==> src/hdl/smpd_pkg.sv <==
// ----------------------------------------------------------------------------
// Serial mouse packet decoder package
// Shared types, register indexes and reset values for the packet decoder.
// ----------------------------------------------------------------------------
package smpd_pkg;

  // Widths fixed by the register and result formats.
  localparam int unsigned FrameBits       = 12;
  localparam int unsigned GainBits        = 4;
  localparam int unsigned DeltaBits       = 8;
  localparam int unsigned CfgIdxBits      = 3;
  localparam int unsigned DefaultCoordBits = 12;

  // Register reset values.
  localparam logic [GainBits-1:0]  GainReset   = 4'd1;
  localparam logic [FrameBits-1:0] LeftReset   = 12'd0;
  localparam logic [FrameBits-1:0] TopReset    = 12'd0;
  localparam logic [FrameBits-1:0] RightReset  = 12'd639;
  localparam logic [FrameBits-1:0] BottomReset = 12'd479;

  // Configuration register indexes.
  typedef enum logic [CfgIdxBits-1:0] {
    CFG_ACCEL_GAIN   = 3'd0,
    CFG_FRAME_LEFT   = 3'd1,
    CFG_FRAME_TOP    = 3'd2,
    CFG_FRAME_RIGHT  = 3'd3,
    CFG_FRAME_BOTTOM = 3'd4
  } cfg_idx_e;

  // Position of the next byte within a packet, one-hot.
  typedef enum logic [2:0] {
    IDX_FIRST  = 3'b001,
    IDX_SECOND = 3'b010,
    IDX_THIRD  = 3'b100
  } byte_idx_e;

  // Decoded packet, valid as a whole when complete is set.
  typedef struct packed {
    logic                        complete;
    logic signed [DeltaBits-1:0] dx;
    logic signed [DeltaBits-1:0] dy;
    logic                        left;
    logic                        right;
  } pkt_t;

endpackage

==> src/hdl/smpd_assembler.sv <==
// ----------------------------------------------------------------------------
// Packet assembler
// Tracks the byte position within a three-byte packet and builds the deltas.
// ----------------------------------------------------------------------------
module smpd_assembler
  import smpd_pkg::*;
(
  input  logic       clk_i,
  input  logic       rst_ni,
  input  logic       fire_i,
  input  logic [7:0] byte_i,
  output pkt_t       pkt_o
);

  byte_idx_e  idx_q, idx_d;
  logic [7:0] first_q, first_d;
  logic [7:0] second_q, second_d;
  logic       sync;

  // A byte with bit 6 set always starts a new packet.
  assign sync = byte_i[6];

  always_comb begin
    idx_d    = idx_q;
    first_d  = first_q;
    second_d = second_q;
    pkt_o.complete = 1'b0;
    if (sync) begin
      first_d = byte_i;
      idx_d   = IDX_SECOND;
    end else begin
      unique case (idx_q)
        IDX_SECOND: begin
          second_d = byte_i;
          idx_d    = IDX_THIRD;
        end
        IDX_THIRD: begin
          pkt_o.complete = 1'b1;
          idx_d          = IDX_FIRST;
        end
        default: begin
          first_d = byte_i;
          idx_d   = IDX_SECOND;
        end
      endcase
    end
    pkt_o.dx    = {first_q[1:0], second_q[5:0]};
    pkt_o.dy    = {first_q[3:2], byte_i[5:0]};
    pkt_o.left  = first_q[5];
    pkt_o.right = first_q[4];
  end

  always_ff @(posedge clk_i or negedge rst_ni) begin
    if (!rst_ni) begin
      idx_q    <= IDX_FIRST;
      first_q  <= 8'd0;
      second_q <= 8'd0;
    end else if (fire_i) begin
      idx_q    <= idx_d;
      first_q  <= first_d;
      second_q <= second_d;
    end
  end

endmodule

==> src/hdl/smpd_axis.sv <==
// ----------------------------------------------------------------------------
// Axis position unit
// Holds the pointer and accelerated positions of one axis and updates them.
// ----------------------------------------------------------------------------
module smpd_axis
  import smpd_pkg::*;
#(
  parameter int unsigned COORD_BITS = DefaultCoordBits
) (
  input  logic                        clk_i,
  input  logic                        rst_ni,
  input  logic                        upd_i,
  input  logic signed [DeltaBits-1:0] delta_i,
  input  logic [GainBits-1:0]         gain_i,
  input  logic [FrameBits-1:0]        lo_i,
  input  logic [FrameBits-1:0]        hi_i,
  output logic [COORD_BITS-1:0]       pointer_o,
  output logic [COORD_BITS-1:0]       previous_o,
  output logic [COORD_BITS-1:0]       scaled_o
);

  // Wide enough for any stored coordinate plus the largest scaled delta,
  // and for any frame bound as a positive signed value.
  localparam int unsigned BaseW = (COORD_BITS > FrameBits) ? COORD_BITS : FrameBits;
  localparam int unsigned SumW  = BaseW + 6;
  localparam int unsigned ProdW = DeltaBits + GainBits + 1;

  logic [COORD_BITS-1:0]   cursor_q, accel_q;
  logic signed [ProdW-1:0] prod;
  logic signed [SumW-1:0]  lo_s, hi_s, acc_sum, ptr_sum, acc_cl, ptr_cl;

  assign lo_s = {{(SumW-FrameBits){1'b0}}, lo_i};
  assign hi_s = {{(SumW-FrameBits){1'b0}}, hi_i};
  assign prod = ProdW'(delta_i) * ProdW'($signed({1'b0, gain_i}));

  assign acc_sum = $signed({{(SumW-COORD_BITS){1'b0}}, accel_q})
                 + {{(SumW-ProdW){prod[ProdW-1]}}, prod};
  assign ptr_sum = $signed({{(SumW-COORD_BITS){1'b0}}, cursor_q})
                 + {{(SumW-DeltaBits){delta_i[DeltaBits-1]}}, delta_i};

  // Low bound first, then high bound, so an inverted frame yields the high bound.
  always_comb begin
    acc_cl = acc_sum;
    if (acc_cl < 0) acc_cl = '0;
    if (acc_cl < lo_s) acc_cl = lo_s;
    if (acc_cl >= hi_s) acc_cl = hi_s;
    ptr_cl = ptr_sum;
    if (ptr_cl < lo_s) ptr_cl = lo_s;
    if (ptr_cl >= hi_s) ptr_cl = hi_s;
  end

  assign pointer_o  = ptr_cl[COORD_BITS-1:0];
  assign scaled_o   = acc_cl[COORD_BITS-1:0];
  assign previous_o = cursor_q;

  always_ff @(posedge clk_i or negedge rst_ni) begin
    if (!rst_ni) begin
      cursor_q <= '0;
      accel_q  <= '0;
    end else if (upd_i) begin
      cursor_q <= pointer_o;
      accel_q  <= scaled_o;
    end
  end

endmodule

==> src/hdl/serial_mouse_packet_decoder_unit.sv <==
// ----------------------------------------------------------------------------
// Serial mouse packet decoder
// Decodes three-byte serial mouse packets into deltas, buttons and positions.
// ----------------------------------------------------------------------------
// Usage:
// Bytes from the UART receiver enter on the input channel (in_valid_i,
// in_ready_o, rx_byte_i), one byte per transaction. Any byte with bit 6 set
// starts a new packet. The third byte of a packet produces one result
// transaction on the output channel (out_valid_o, out_ready_i and the result
// fields); the first and second bytes produce none.
// Each accepted byte sits in an input register while the decode and position
// update run, and the result of a third byte is then loaded into the output
// register. One byte is accepted every cycle; the only limit is the single
// output register.
// When the receiver stalls, the output register holds its result. First and
// second bytes keep flowing; a third byte waits in the input register until
// the output register is free, and in_ready_o stays low while it waits.
// Reset clears both positions to zero, restarts packet assembly and loads
// the register defaults (gain 1, frame 0..639 by 0..479). Configuration is
// written through cfg_we_i, cfg_idx_i and cfg_data_i while the block is idle.
// ----------------------------------------------------------------------------
module serial_mouse_packet_decoder_unit
  import smpd_pkg::*;
#(
  parameter int unsigned COORD_BITS = DefaultCoordBits
) (
  input  logic                        clk_i,
  input  logic                        rst_ni,
  // Configuration write port
  input  logic                        cfg_we_i,
  input  logic [CfgIdxBits-1:0]       cfg_idx_i,
  input  logic [FrameBits-1:0]        cfg_data_i,
  // Input channel
  input  logic                        in_valid_i,
  output logic                        in_ready_o,
  input  logic [7:0]                  rx_byte_i,
  // Output channel
  output logic                        out_valid_o,
  input  logic                        out_ready_i,
  output logic signed [DeltaBits-1:0] delta_x_o,
  output logic signed [DeltaBits-1:0] delta_y_o,
  output logic [FrameBits-1:0]        pointer_x_o,
  output logic [FrameBits-1:0]        pointer_y_o,
  output logic [FrameBits-1:0]        previous_x_o,
  output logic [FrameBits-1:0]        previous_y_o,
  output logic [FrameBits-1:0]        scaled_x_o,
  output logic [FrameBits-1:0]        scaled_y_o,
  output logic                        left_button_o,
  output logic                        right_button_o
);

  // Coordinates are reported in the frame width; narrower ones are
  // zero-extended, wider ones keep their low bits.
  localparam int unsigned ExtW = (COORD_BITS > FrameBits) ? COORD_BITS : FrameBits;

  // Configuration registers.
  logic [GainBits-1:0]  gain_q;
  logic [FrameBits-1:0] left_q, top_q, right_q, bottom_q;

  always_ff @(posedge clk_i or negedge rst_ni) begin
    if (!rst_ni) begin
      gain_q   <= GainReset;
      left_q   <= LeftReset;
      top_q    <= TopReset;
      right_q  <= RightReset;
      bottom_q <= BottomReset;
    end else if (cfg_we_i) begin
      unique case (cfg_idx_e'(cfg_idx_i))
        CFG_ACCEL_GAIN:   gain_q   <= cfg_data_i[GainBits-1:0];
        CFG_FRAME_LEFT:   left_q   <= cfg_data_i;
        CFG_FRAME_TOP:    top_q    <= cfg_data_i;
        CFG_FRAME_RIGHT:  right_q  <= cfg_data_i;
        CFG_FRAME_BOTTOM: bottom_q <= cfg_data_i;
        default: ;
      endcase
    end
  end

  // Input register stage.
  logic       in_valid_q;
  logic [7:0] in_byte_q;
  logic       in_fire, stage_fire, out_load;
  pkt_t       pkt;

  // The staged byte moves on unless it completes a packet while the output
  // register still holds a result that the receiver has not taken.
  assign stage_fire = in_valid_q && (!pkt.complete || !out_valid_o || out_ready_i);
  assign in_ready_o = !in_valid_q || stage_fire;
  assign in_fire    = in_valid_i && in_ready_o;
  assign out_load   = stage_fire && pkt.complete;

  always_ff @(posedge clk_i or negedge rst_ni) begin
    if (!rst_ni) begin
      in_valid_q <= 1'b0;
    end else if (in_fire) begin
      in_valid_q <= 1'b1;
    end else if (stage_fire) begin
      in_valid_q <= 1'b0;
    end
  end

  always_ff @(posedge clk_i) begin
    if (in_fire) begin
      in_byte_q <= rx_byte_i;
    end
  end

  smpd_assembler u_assembler (
    .clk_i  (clk_i),
    .rst_ni (rst_ni),
    .fire_i (stage_fire),
    .byte_i (in_byte_q),
    .pkt_o  (pkt)
  );

  logic [COORD_BITS-1:0] ptr_x, ptr_y, prev_x, prev_y, scl_x, scl_y;

  smpd_axis #(
    .COORD_BITS (COORD_BITS)
  ) u_axis_x (
    .clk_i      (clk_i),
    .rst_ni     (rst_ni),
    .upd_i      (out_load),
    .delta_i    (pkt.dx),
    .gain_i     (gain_q),
    .lo_i       (left_q),
    .hi_i       (right_q),
    .pointer_o  (ptr_x),
    .previous_o (prev_x),
    .scaled_o   (scl_x)
  );

  smpd_axis #(
    .COORD_BITS (COORD_BITS)
  ) u_axis_y (
    .clk_i      (clk_i),
    .rst_ni     (rst_ni),
    .upd_i      (out_load),
    .delta_i    (pkt.dy),
    .gain_i     (gain_q),
    .lo_i       (top_q),
    .hi_i       (bottom_q),
    .pointer_o  (ptr_y),
    .previous_o (prev_y),
    .scaled_o   (scl_y)
  );

  logic [ExtW-1:0] ptr_x_ext, ptr_y_ext, prev_x_ext, prev_y_ext, scl_x_ext, scl_y_ext;

  assign ptr_x_ext  = ExtW'(ptr_x);
  assign ptr_y_ext  = ExtW'(ptr_y);
  assign prev_x_ext = ExtW'(prev_x);
  assign prev_y_ext = ExtW'(prev_y);
  assign scl_x_ext  = ExtW'(scl_x);
  assign scl_y_ext  = ExtW'(scl_y);

  // Output register.
  logic out_valid_q;

  always_ff @(posedge clk_i or negedge rst_ni) begin
    if (!rst_ni) begin
      out_valid_q <= 1'b0;
    end else if (out_load) begin
      out_valid_q <= 1'b1;
    end else if (out_ready_i) begin
      out_valid_q <= 1'b0;
    end
  end

  always_ff @(posedge clk_i) begin
    if (out_load) begin
      delta_x_o      <= pkt.dx;
      delta_y_o      <= pkt.dy;
      pointer_x_o    <= ptr_x_ext[FrameBits-1:0];
      pointer_y_o    <= ptr_y_ext[FrameBits-1:0];
      previous_x_o   <= prev_x_ext[FrameBits-1:0];
      previous_y_o   <= prev_y_ext[FrameBits-1:0];
      scaled_x_o     <= scl_x_ext[FrameBits-1:0];
      scaled_y_o     <= scl_y_ext[FrameBits-1:0];
      left_button_o  <= pkt.left;
      right_button_o <= pkt.right;
    end
  end

  assign out_valid_o = out_valid_q;

  // A completed packet always lands in the output register.
  assert property (@(posedge clk_i) disable iff (!rst_ni)
    out_load |=> out_valid_o)
    else $error("completed packet did not produce a result");

  // A staged byte that cannot move on is kept unchanged.
  assert property (@(posedge clk_i) disable iff (!rst_ni)
    in_valid_q && !stage_fire |=> in_valid_q && $stable(in_byte_q))
    else $error("staged byte lost while stalled");

  // Clamped positions never pass the high bound of the frame.
  assert property (@(posedge clk_i) disable iff (!rst_ni)
    out_valid_o |-> pointer_x_o <= right_q && scaled_x_o <= right_q)
    else $error("horizontal position beyond frame");

  assert property (@(posedge clk_i) disable iff (!rst_ni)
    out_valid_o |-> pointer_y_o <= bottom_q && scaled_y_o <= bottom_q)
    else $error("vertical position beyond frame");

endmodule
==> config.mk <==
export PLATFORM = sky130hd
export DESIGN_NAME = serial_mouse_packet_decoder_unit
export DESIGN_NICKNAME = d
export VERILOG_FILES = /design/src/hdl/smpd_pkg.sv /design/src/hdl/smpd_assembler.sv /design/src/hdl/smpd_axis.sv /design/src/hdl/serial_mouse_packet_decoder_unit.sv
export SDC_FILE = /design/constraint.sdc
export NUM_CORES = 1
export LEC_CHECK = 0
export ABC_AREA = 1
export BUFFER_PORTS_ARGS = -buffer_cell sky130_fd_sc_hd__buf_2
export CORE_ASPECT_RATIO = 0.9
export CORE_MARGIN = 8
export CORE_UTILIZATION = 67
export CTS_CLUSTER_DIAMETER = 150
export DETAILED_ROUTE_END_ITERATION = 6
export PLACE_DENSITY = 0.87
export SETUP_SLACK_MARGIN = 0.3
export SYNTH_ARGS = -nofsm -noshare
export SYNTH_HDL_FRONTEND = slang
export SYNTH_SLANG_ARGS = --single-unit
export TNS_END_PERCENT = 50
==> constraint.sdc <==
create_clock -name clk_i -period 18.6 [get_ports clk_i]
set_input_delay 1.86 -clock clk_i [delete_from_list [all_inputs] [get_ports clk_i]]
set_output_delay 1.86 -clock clk_i [all_outputs]
set_load 0.02 [all_outputs]
After elaboration in Yosys (flattened, before gate mapping)
Index checks and enable logic that the tools add are counted.

storage, ports and cells
  flip-flop bits (word level) = 214

operators by class
  muxes and demuxes = 20
  bitwise operators = 1
  reduce and logical (&&, ||, !) cells = 20
  $add $sub $neg = 4
  magnitude comparators = 10
  multiply operators = 2
  equal/unequal tests = 7

operators by type and width
  kind                                                                           number
  18-bit two-way mux                                                             6
  18-bit by 13-bit greater-or-equal comparator with 1-bit output                 4
  18-bit by 13-bit less-than comparator with 1-bit output                        4
  12-bit two-way mux                                                             4
  13-bit by 13-bit adder with 14-bit output                                      2
  13-bit by 8-bit adder with 14-bit output                                       2
  14-bit by 1-bit less-than comparator with 1-bit output, second input constant  2
  8-bit by 5-bit multiplier with 13-bit output                                   2
  6-bit two-way mux                                                              2
  2-bit AND reduction                                                            6
  3-bit by 2-bit == test with 1-bit output, second input constant                3
  3-bit == test, second input constant                                           2
  1-bit two-way mux                                                              6
  3-bit one-hot mux with 2 select lines                                          1
  2-bit nonzero test                                                             2
  3-bit by 1-bit == test with 1-bit output, second input constant                1
  1-bit logical AND                                                              3
  1-bit zero test                                                                3
  3-bit zero test                                                                1
  1-bit logical OR                                                               3
  3-bit two-way mux                                                              1
  3-bit AND reduction                                                            1
  2-bit by 1-bit inequality test with 1-bit output, second input constant        1
  2-bit OR reduction                                                             1
  1-bit inverter                                                                 1

Depth between registers and ports, before layout
Gate-level depths: netlist (run 1).

  depth in word-level cells = 10
  gate-level depth with buffers = 46
  depth with buffers taken out = 42

Modules after synthesis
From an unflattened synthesis (run 1), not the netlist that was laid out.

second synthesis, totals
  cells, all modules = 2003
  area, all modules = 16818.6 um^2

modules (own cells, without submodules)
  module                            cells each  area each (um^2)  instances  seq. area each (um^2)
  smpd_axis at u_axis_y             799         5504.0            1          600.6
  smpd_axis at u_axis_x             786         5416.4            1          600.6
  serial_mouse_packet_decoder_unit  342         5183.7            1          4315.4
  smpd_assembler                    76          714.4             1          376.6

Worst setup path after synthesis (run 1)
No wires, ideal clock.

  kind = register -> register
  start point = reg gain_q[0]
  end point = reg scaled_y_o[10] (data pin)
  buffers on the path = 4
  data arrival time = 6554 ps
  slack = 11791 ps
  period minus slack after synthesis = 6809 ps
  library setup time = 255 ps
  stages on the path, launching flop included = 44
  path through = dfstp_2 clkbuf_1 clkbuf_1 nand2_1 fa_1 inv_1 fa_1 inv_1 fa_1 inv_1 ha_1 nand2_1 nand2_1 nand2_1 nand2_1 nand2_1 nand2_1 nor2_1 (+8 left out) o211ai_1 inv_2 nand2_4 buf_12 nand2_2 nand2_1 ha_1 nand2_1 nor2_1 nand4_1 o21ai_0 a21oi_1 o21ai_0 nor2_1 nand2_1 clkbuf_1 nand2_1 and2_1

between the ends
  word-level cells in the longest chain between the ends = 8

RTL lines
  what                                                            RTL line                                 source
  from (decl)                                                     serial_mouse_packet_decoder_unit.sv:57   logic [GainBits-1:0] gain_q;
  from (signal assigned)                                          serial_mouse_packet_decoder_unit.sv:62   gain_q <= GainReset;
  from (signal assigned)                                          serial_mouse_packet_decoder_unit.sv:69   CFG_ACCEL_GAIN: gain_q <= cfg_data_i[GainBits-1:0];
  8-bit by 5-bit multiplier with 13-bit output *                  smpd_axis.sv:34                          assign prod = ProdW'(delta_i) * ProdW'($signed({1'b0, gain_i}));
  13-bit by 13-bit adder with 14-bit output *                     smpd_axis.sv:37                          + {{(SumW-ProdW){prod[ProdW-1]}}, prod};
  14-bit by 1-bit less-than comparator with 1-bit output          smpd_axis.sv:44                          if (acc_cl < 0) acc_cl = '0;
  18-bit two-way mux *                                            smpd_axis.sv:44
  18-bit by 13-bit less-than comparator with 1-bit output         smpd_axis.sv:45                          if (acc_cl < lo_s) acc_cl = lo_s;
  18-bit two-way mux *                                            smpd_axis.sv:45
  18-bit by 13-bit greater-or-equal comparator with 1-bit output  smpd_axis.sv:46                          if (acc_cl >= hi_s) acc_cl = hi_s;
  12-bit two-way mux *                                            smpd_axis.sv:46
  via scl_y[10]                                                   serial_mouse_packet_decoder_unit.sv:116  logic [COORD_BITS-1:0] ptr_x, ptr_y, prev_x, prev_y, scl_x, scl_y;
  to (signal assigned)                                            serial_mouse_packet_decoder_unit.sv:179  scaled_y_o <= scl_y_ext[FrameBits-1:0];
  to (decl)                                                       serial_mouse_packet_decoder_unit.sv:47   output logic [FrameBits-1:0] scaled_y_o,

The timed path passes the listed nets; every way through them passes the cells marked *.
A chain may end at the register's enable or synchronous reset.

Worst setup path in the final report (run 1)
  start point = reg u_assembler.first_q[3]
  end point = reg scaled_y_o[0] (data pin)

between the ends
  word-level cells in the longest chain between the ends = 8

RTL lines
  what                                                            RTL line                                 source
  from (decl)                                                     smpd_assembler.sv:16                     logic [7:0] first_q, first_d;
  from (signal assigned)                                          smpd_assembler.sv:60                     first_q <= first_d;
  8-bit by 5-bit multiplier with 13-bit output *                  smpd_axis.sv:34
  13-bit by 13-bit adder with 14-bit output *                     smpd_axis.sv:37
  14-bit by 1-bit less-than comparator with 1-bit output          smpd_axis.sv:44
  18-bit two-way mux *                                            smpd_axis.sv:44
  18-bit by 13-bit less-than comparator with 1-bit output         smpd_axis.sv:45
  18-bit two-way mux *                                            smpd_axis.sv:45
  18-bit by 13-bit greater-or-equal comparator with 1-bit output  smpd_axis.sv:46
  12-bit two-way mux *                                            smpd_axis.sv:46
  via scl_y[0]                                                    serial_mouse_packet_decoder_unit.sv:116

Marks and branches as above.

==> results of run 1 <==
[stage by stage]
stage	setup slack [ps]	cells	hold WS [ps]	instance area [um^2]	utilization, %
2_1_floorplan	11790	1938	425.3	16100	-
3_3_place_gp	10370	2319	432.4	16840	70.40
3_5_place_dp	10240	2319	436.8	16840	70.40
4_1_cts	10200	2360	451.7	17620	73.68
5_1_grt	9406	2360	460.0	17620	73.68
6_report	10090	2360	453.5	17620	73.68
[sequential cells by signal, indices dropped and copies added (netlist names), 12 cells and up]
| signal | cells |
|---|---|
| right_q | 12 |
| top_q | 12 |
| previous_y_o | 12 |
| u_axis_x.previous_o | 12 |
| left_q | 12 |
| u_axis_y.previous_o | 12 |
| scaled_y_o | 12 |
| u_axis_x.accel_q | 12 |
| previous_x_o | 12 |
| bottom_q | 12 |
| pointer_y_o | 12 |
| pointer_x_o | 12 |
| u_axis_y.accel_q | 12 |
| scaled_x_o | 12 |
[kinds of logic (layout without fill, tap and decap cells)]
group | count (synthesis) | count (layout)
flip-flops | 214 | 214
XOR/XNOR | 28 | 28
buffers and inverters | 392 | 506
AO/OA/AOI/OAI | 232 | 232
AND/OR/NAND/NOR | 836 | 836
adder cells (fa/ha/maj) | 236 | 236
[layout make-up]
cell class	count	area share [%]
Multi-Input combinational cell	1332	49.25
Sequential cell	214	33.27
Inverter	344	7.341
Timing Repair Buffer	121	3.493
Clock buffer	25	3.365
Tap cell	308	2.187
Clock inverter	16	1.093
[layout by cell type, fill, tap and decap left out, drive strengths merged, types with 10 or more instances in the layout]
master  instances
fa             60
dfrtp          99
a21oi          83
clkinv         10
ha            176
xor2           19
o21ai         112
nand4          10
edfxtp         97
clkbuf         25
inv           343
buf           121
nor2           63
nand3         148
nand2         557
o21a           12
dfstp          18
and2           40
[routing by layer]
layer | GRT usage (%) | routed length [um] | vias up
li1 | - | - | 6397
met1 | 40.66 | 18440 | 6338
met2 | 43.07 | 17990 | 553
met3 | 5.537 | 4196 | 94
met4 | 9.311 | 1298 | 2
met5 | 0 | 9 | -
[path summary, 6_finish.rpt]
check,cells after the start,start,to
worst max register to register,38,u_assembler.first_q[3],scaled_y_o[0]
worst min register to register,0,u_assembler.first_q[4],right_button_o
worst min-delay path,0,u_assembler.first_q[4],right_button_o
worst max-delay path,38,u_assembler.first_q[3],scaled_y_o[0]
max in group asynchronous,2,rst_ni,u_axis_x.accel_q[1]
min in group asynchronous,1,rst_ni,u_axis_y.accel_q[11]
==> flow_summary.yaml, run 1 <==
run_status:
  status: "finished clean"
sta:
  fin_crit_ps: 8511
  timing.fmax_mhz: 117.5
  tns_ps: 0
  tightest_slew_ps: 921.6
  finalMaxSlewViolations: 0
  grt_setup_unrepaired: "false"
  hold_viol_final: 0
  finalSetupViolCount: 0
  fin_skew_ps: 15.71
  fin_crit_sh_pct: 45.76
  slew_headroom_pct: 38.56
place:
  gp_congestion: 0.9564
  numPortBuffers: 118
  place_hpwl_mm: 32.30
logic_synthesis:
  synth_top_family_by_area: "simple AND/OR/NAND/NOR gates"
  synth_fp_nets: 2202
  synth_common_cells: "nand2_1 (522), inv_1 (335), ha_1 (176), nand3_1 (118), o21ai_0 (112)"
  synth_flop_cell: "dfrtp_1"
  synth-adder-area-share_pct: 21.14
  avgSynthCellArea_um2: 8.308
  synth-async-reset-ratio_pct: 54.67
  yosys.area_share.xor_xnor_pct: 1.523
  synth-simple-area-share_pct: 23.45
  ys_types: 47
  syn_area_um2: 16100
  ys_ff_latch: 214
  synth_seq_area_share_pct: 36.41
  synth_warnings: 0
  synth_most_common_cell: "nand2_1"
  synth_compound_area_share_pct: 7.794
  synth_cells: 1938
  synth_edf_count: 97
  synth_top_cell_area_share_pct: 18.09
  synth_area_leader_cell: "edfxtp_1"
  synth_area_leaders: "edfxtp_1 (18%), dfrtp_1 (15%), ha_1 (14%), nand2_1 (12%), inv_1 (7.8%)"
  muxShareOfSynthArea_pct: 0
worst_setup_path:
  setup.worst_path.class: "reg -> reg"
  slowest_stage: "dfrtp_1"
  worst-path-buf-inv: 6
  reg2reg_slack_ps: 10090
  critPathRequiredTime_ps: 18860
  cp.arrival_ps: 8770
  worstSetupStartpointType: "flip-flop"
  worstSetupEndpointType: "flip-flop"
  path_common_cell: "nand2_1"
  cpPeakStageDelay_ps: 760
  cp_max_fo: 14
  crit_family: "simple AND/OR/NAND/NOR gates"
drt:
  via_count: 13380
  wl_per_cell_um: 17.77
  antenna_left: 0
  wl_mm: 41.94
  first_iter_violations: 1235
  drt-pass1-iter-count: 5
  vias_per_cell: 5.671
  route.detailed.drc: 0
cells_and_area:
  fillers: 1781
  nNetsFinal: 2300
  drive_above_1_share_pct: 12.67
  multiInputGateArea_um2: 8680
  diodes: 0
  regArea_um2: 5863
  areaGrowthSynthToFinish_pct: 9.449
floorplanning:
  die_h_um: 163.1
  rows: 54
  core_area_um2: 23920
  die_w_um: 179.4
  initial_core_util_pct: 67.32
  num_io_pins: 120
  dieArea_um2: 29260
clocking:
  clockBufferDepth: 3
  cts_max_level: 1
  cts_setup_buffers: 0
  cts.clk_slew.worst_paths_ps: 60
  cts-root-buf: "clkbuf_16"
  clk_latency_ps: 530
  cts_tree: "yes"
  ctsHoldBuffers: 0
  cts_buffers: 23
  ctsResizeCount: 0
  clock_sinks: 214
global_routing:
  grt_max_degree: 76
  grt_pass1_wl_mm: 66.88
  grt-ovfl-total: 0
  antenna_found_initial: 1
  grt_pass1_vias: 12990
  grtUsageTotal_pct: 28.42
min_path:
  hold_path_class: "reg -> reg"
run:
  maxCapViolations: 0
Power of run 1 is not shown: default switching activity piles up to over one toggle a cycle in this logic, so the estimate is an artifact.
==> run 2: changes to the inputs <==
CORE_UTILIZATION = 62   (was 67)
PLACE_DENSITY = 0.82   (was 0.87)
clock period = 8.8 ns   (was 18.6 ns; I/O delays follow)
==> flow_summary.yaml, run 2 (synthesis gave the netlist of run 1 again) <==
global_routing:
  grt_pass1_vias: 12670
  grt_max_degree: 71
  antenna_found_initial: 0
  grt_util_met3_pct: 5.058
  grt_pass1_wl_mm: 65.58
  globalRouteMet1Util_pct: 38.66
  grt-ovfl-total: 0
  grt_busiest_layer: "met2"
  grt_use_met2_pct: 40.21
  grtUsageTotal_pct: 26.62
cells_and_area:
  final_common_cell: "nand2_1"
  fillers: 2105
  nNetsFinal: 2307
  multiInputGateArea_um2: 8687
  layout_common_cells: "nand2_1 (522), inv_1 (335), ha_1 (176)"
  drive_above_1_share_pct: 13.05
  diodes: 0
  regArea_um2: 5864
  areaGrowthSynthToFinish_pct: 10.05
drt:
  wl_mm: 41.61
  drt-pass1-iter-count: 5
  via_count: 13230
  vias_per_cell: 5.492
  route.detailed.drc: 0
  first_iter_violations: 1252
  antenna_left: 0
  wl_per_cell_um: 17.27
run:
  maxCapViolations: 0
floorplanning:
  num_io_pins: 120
  core_area_um2: 25780
  initial_core_util_pct: 62.45
  rows: 56
  dieArea_um2: 31390
  die_h_um: 168.9
  die_w_um: 185.9
sta:
  fin_crit_sh_pct: 90.02
  slew_headroom_pct: 34.99
  timing.fmax_mhz: 126.2
  tightest_slew_ps: 975.1
  hold_viol_final: 0
  fin_skew_ps: 20.22
  finalMaxSlewViolations: 0
  tns_ps: 0
  fin_crit_ps: 7922
  grt_setup_unrepaired: "true"
  finalSetupViolCount: 0
clocking:
  clockBufferDepth: 3
  clock_sinks: 214
  cts_buffers: 24
  cts_max_level: 1
  cts.clk_slew.worst_paths_ps: 70
  cts_setup_buffers: 0
  cts-root-buf: "clkbuf_16"
  clk_latency_ps: 540
  cts_tree: "yes"
worst_setup_path:
  worst-path-buf-inv: 8
  worstSetupEndpointType: "flip-flop"
  path_common_cell: "nand2_1"
  worstSetupStartpointType: "flip-flop"
  cp.arrival_ps: 8210
  cp_max_fo: 13
  critPathRequiredTime_ps: 9090
  setup.worst_path.class: "reg -> reg"
  slowest_stage: "fa_1"
  cpPeakStageDelay_ps: 550
  crit_family: "adder cells"
min_path:
  hold_path_class: "reg -> reg"
place:
  gp_congestion: 0.9302
  numPortBuffers: 118
  place_hpwl_mm: 32.33
run_status:
  status: "finished clean"
[run 2: path summary, 6_finish.rpt]
check                                             from                      to  slack (ps)  depth (start not counted)
max in group asynchronous                       rst_ni     u_axis_x.accel_q[8]        7050                          2
worst min-delay path            u_assembler.first_q[5]           left_button_o         450                          0
worst max-delay path            u_assembler.first_q[3]           scaled_y_o[0]         880                         40
worst min register to register  u_assembler.first_q[5]           left_button_o         450                          0
worst max register to register  u_assembler.first_q[3]           scaled_y_o[0]         880                         40
min in group asynchronous                       rst_ni  u_axis_y.previous_o[9]         500                          1
[run 2: worst reg2reg max path, delay by kind of cell (launching register included)]
kind / cells / cell delay [ps]
buffers and inverters: 8 / 1330
and+or+nand+nor: 18 / 2480
adders and majority gates: 6 / 2500
DFF: 1 / 410
AOI/OAI and AO/OA: 8 / 990
[run 2: metrics by stage]
stage | hold slack (ps) | utilization (%) | cells | cell area [um^2] | worst slack [ps]
after floorplan | 425.3 | - | 1938 | 16100 | 1991
after global placement | 433.8 | 65.67 | 2365 | 16930 | 1086
after detailed placement | 433.1 | 65.67 | 2365 | 16930 | 916.3
after CTS | 453.8 | 68.68 | 2409 | 17710 | 901.0
after global routing | 460.4 | 68.72 | 2409 | 17720 | 285.8
final | 450.2 | 68.72 | 2409 | 17720 | 878.4
[run 2: area by class of cell]
cell class | instances | share of cell area [%]
clock inverters | 14 | 0.7414
well taps | 348 | 2.457
multi-input cells | 1332 | 49.03
flip-flops and latches | 214 | 33.10
inverters | 344 | 7.315
repair buffers | 127 | 3.728
clock buffers | 30 | 3.636
[run 2: layer usage]
layer  up-vias  part of all wire, %
li1       6406                    -
met2       507                   43
met4         0                  2.7
met3        81                  9.3
met1      6236                   45
met5         -                    0
[run 2: timing repair]
item | in CTS | in global routing
hold buffers | 0 | 0
resized for setup | 0 | 5
setup endpoints to repair | 0 | 5
endpoints found under the hold margin | 0 | 0
Power of run 2 is left out for the same reason.
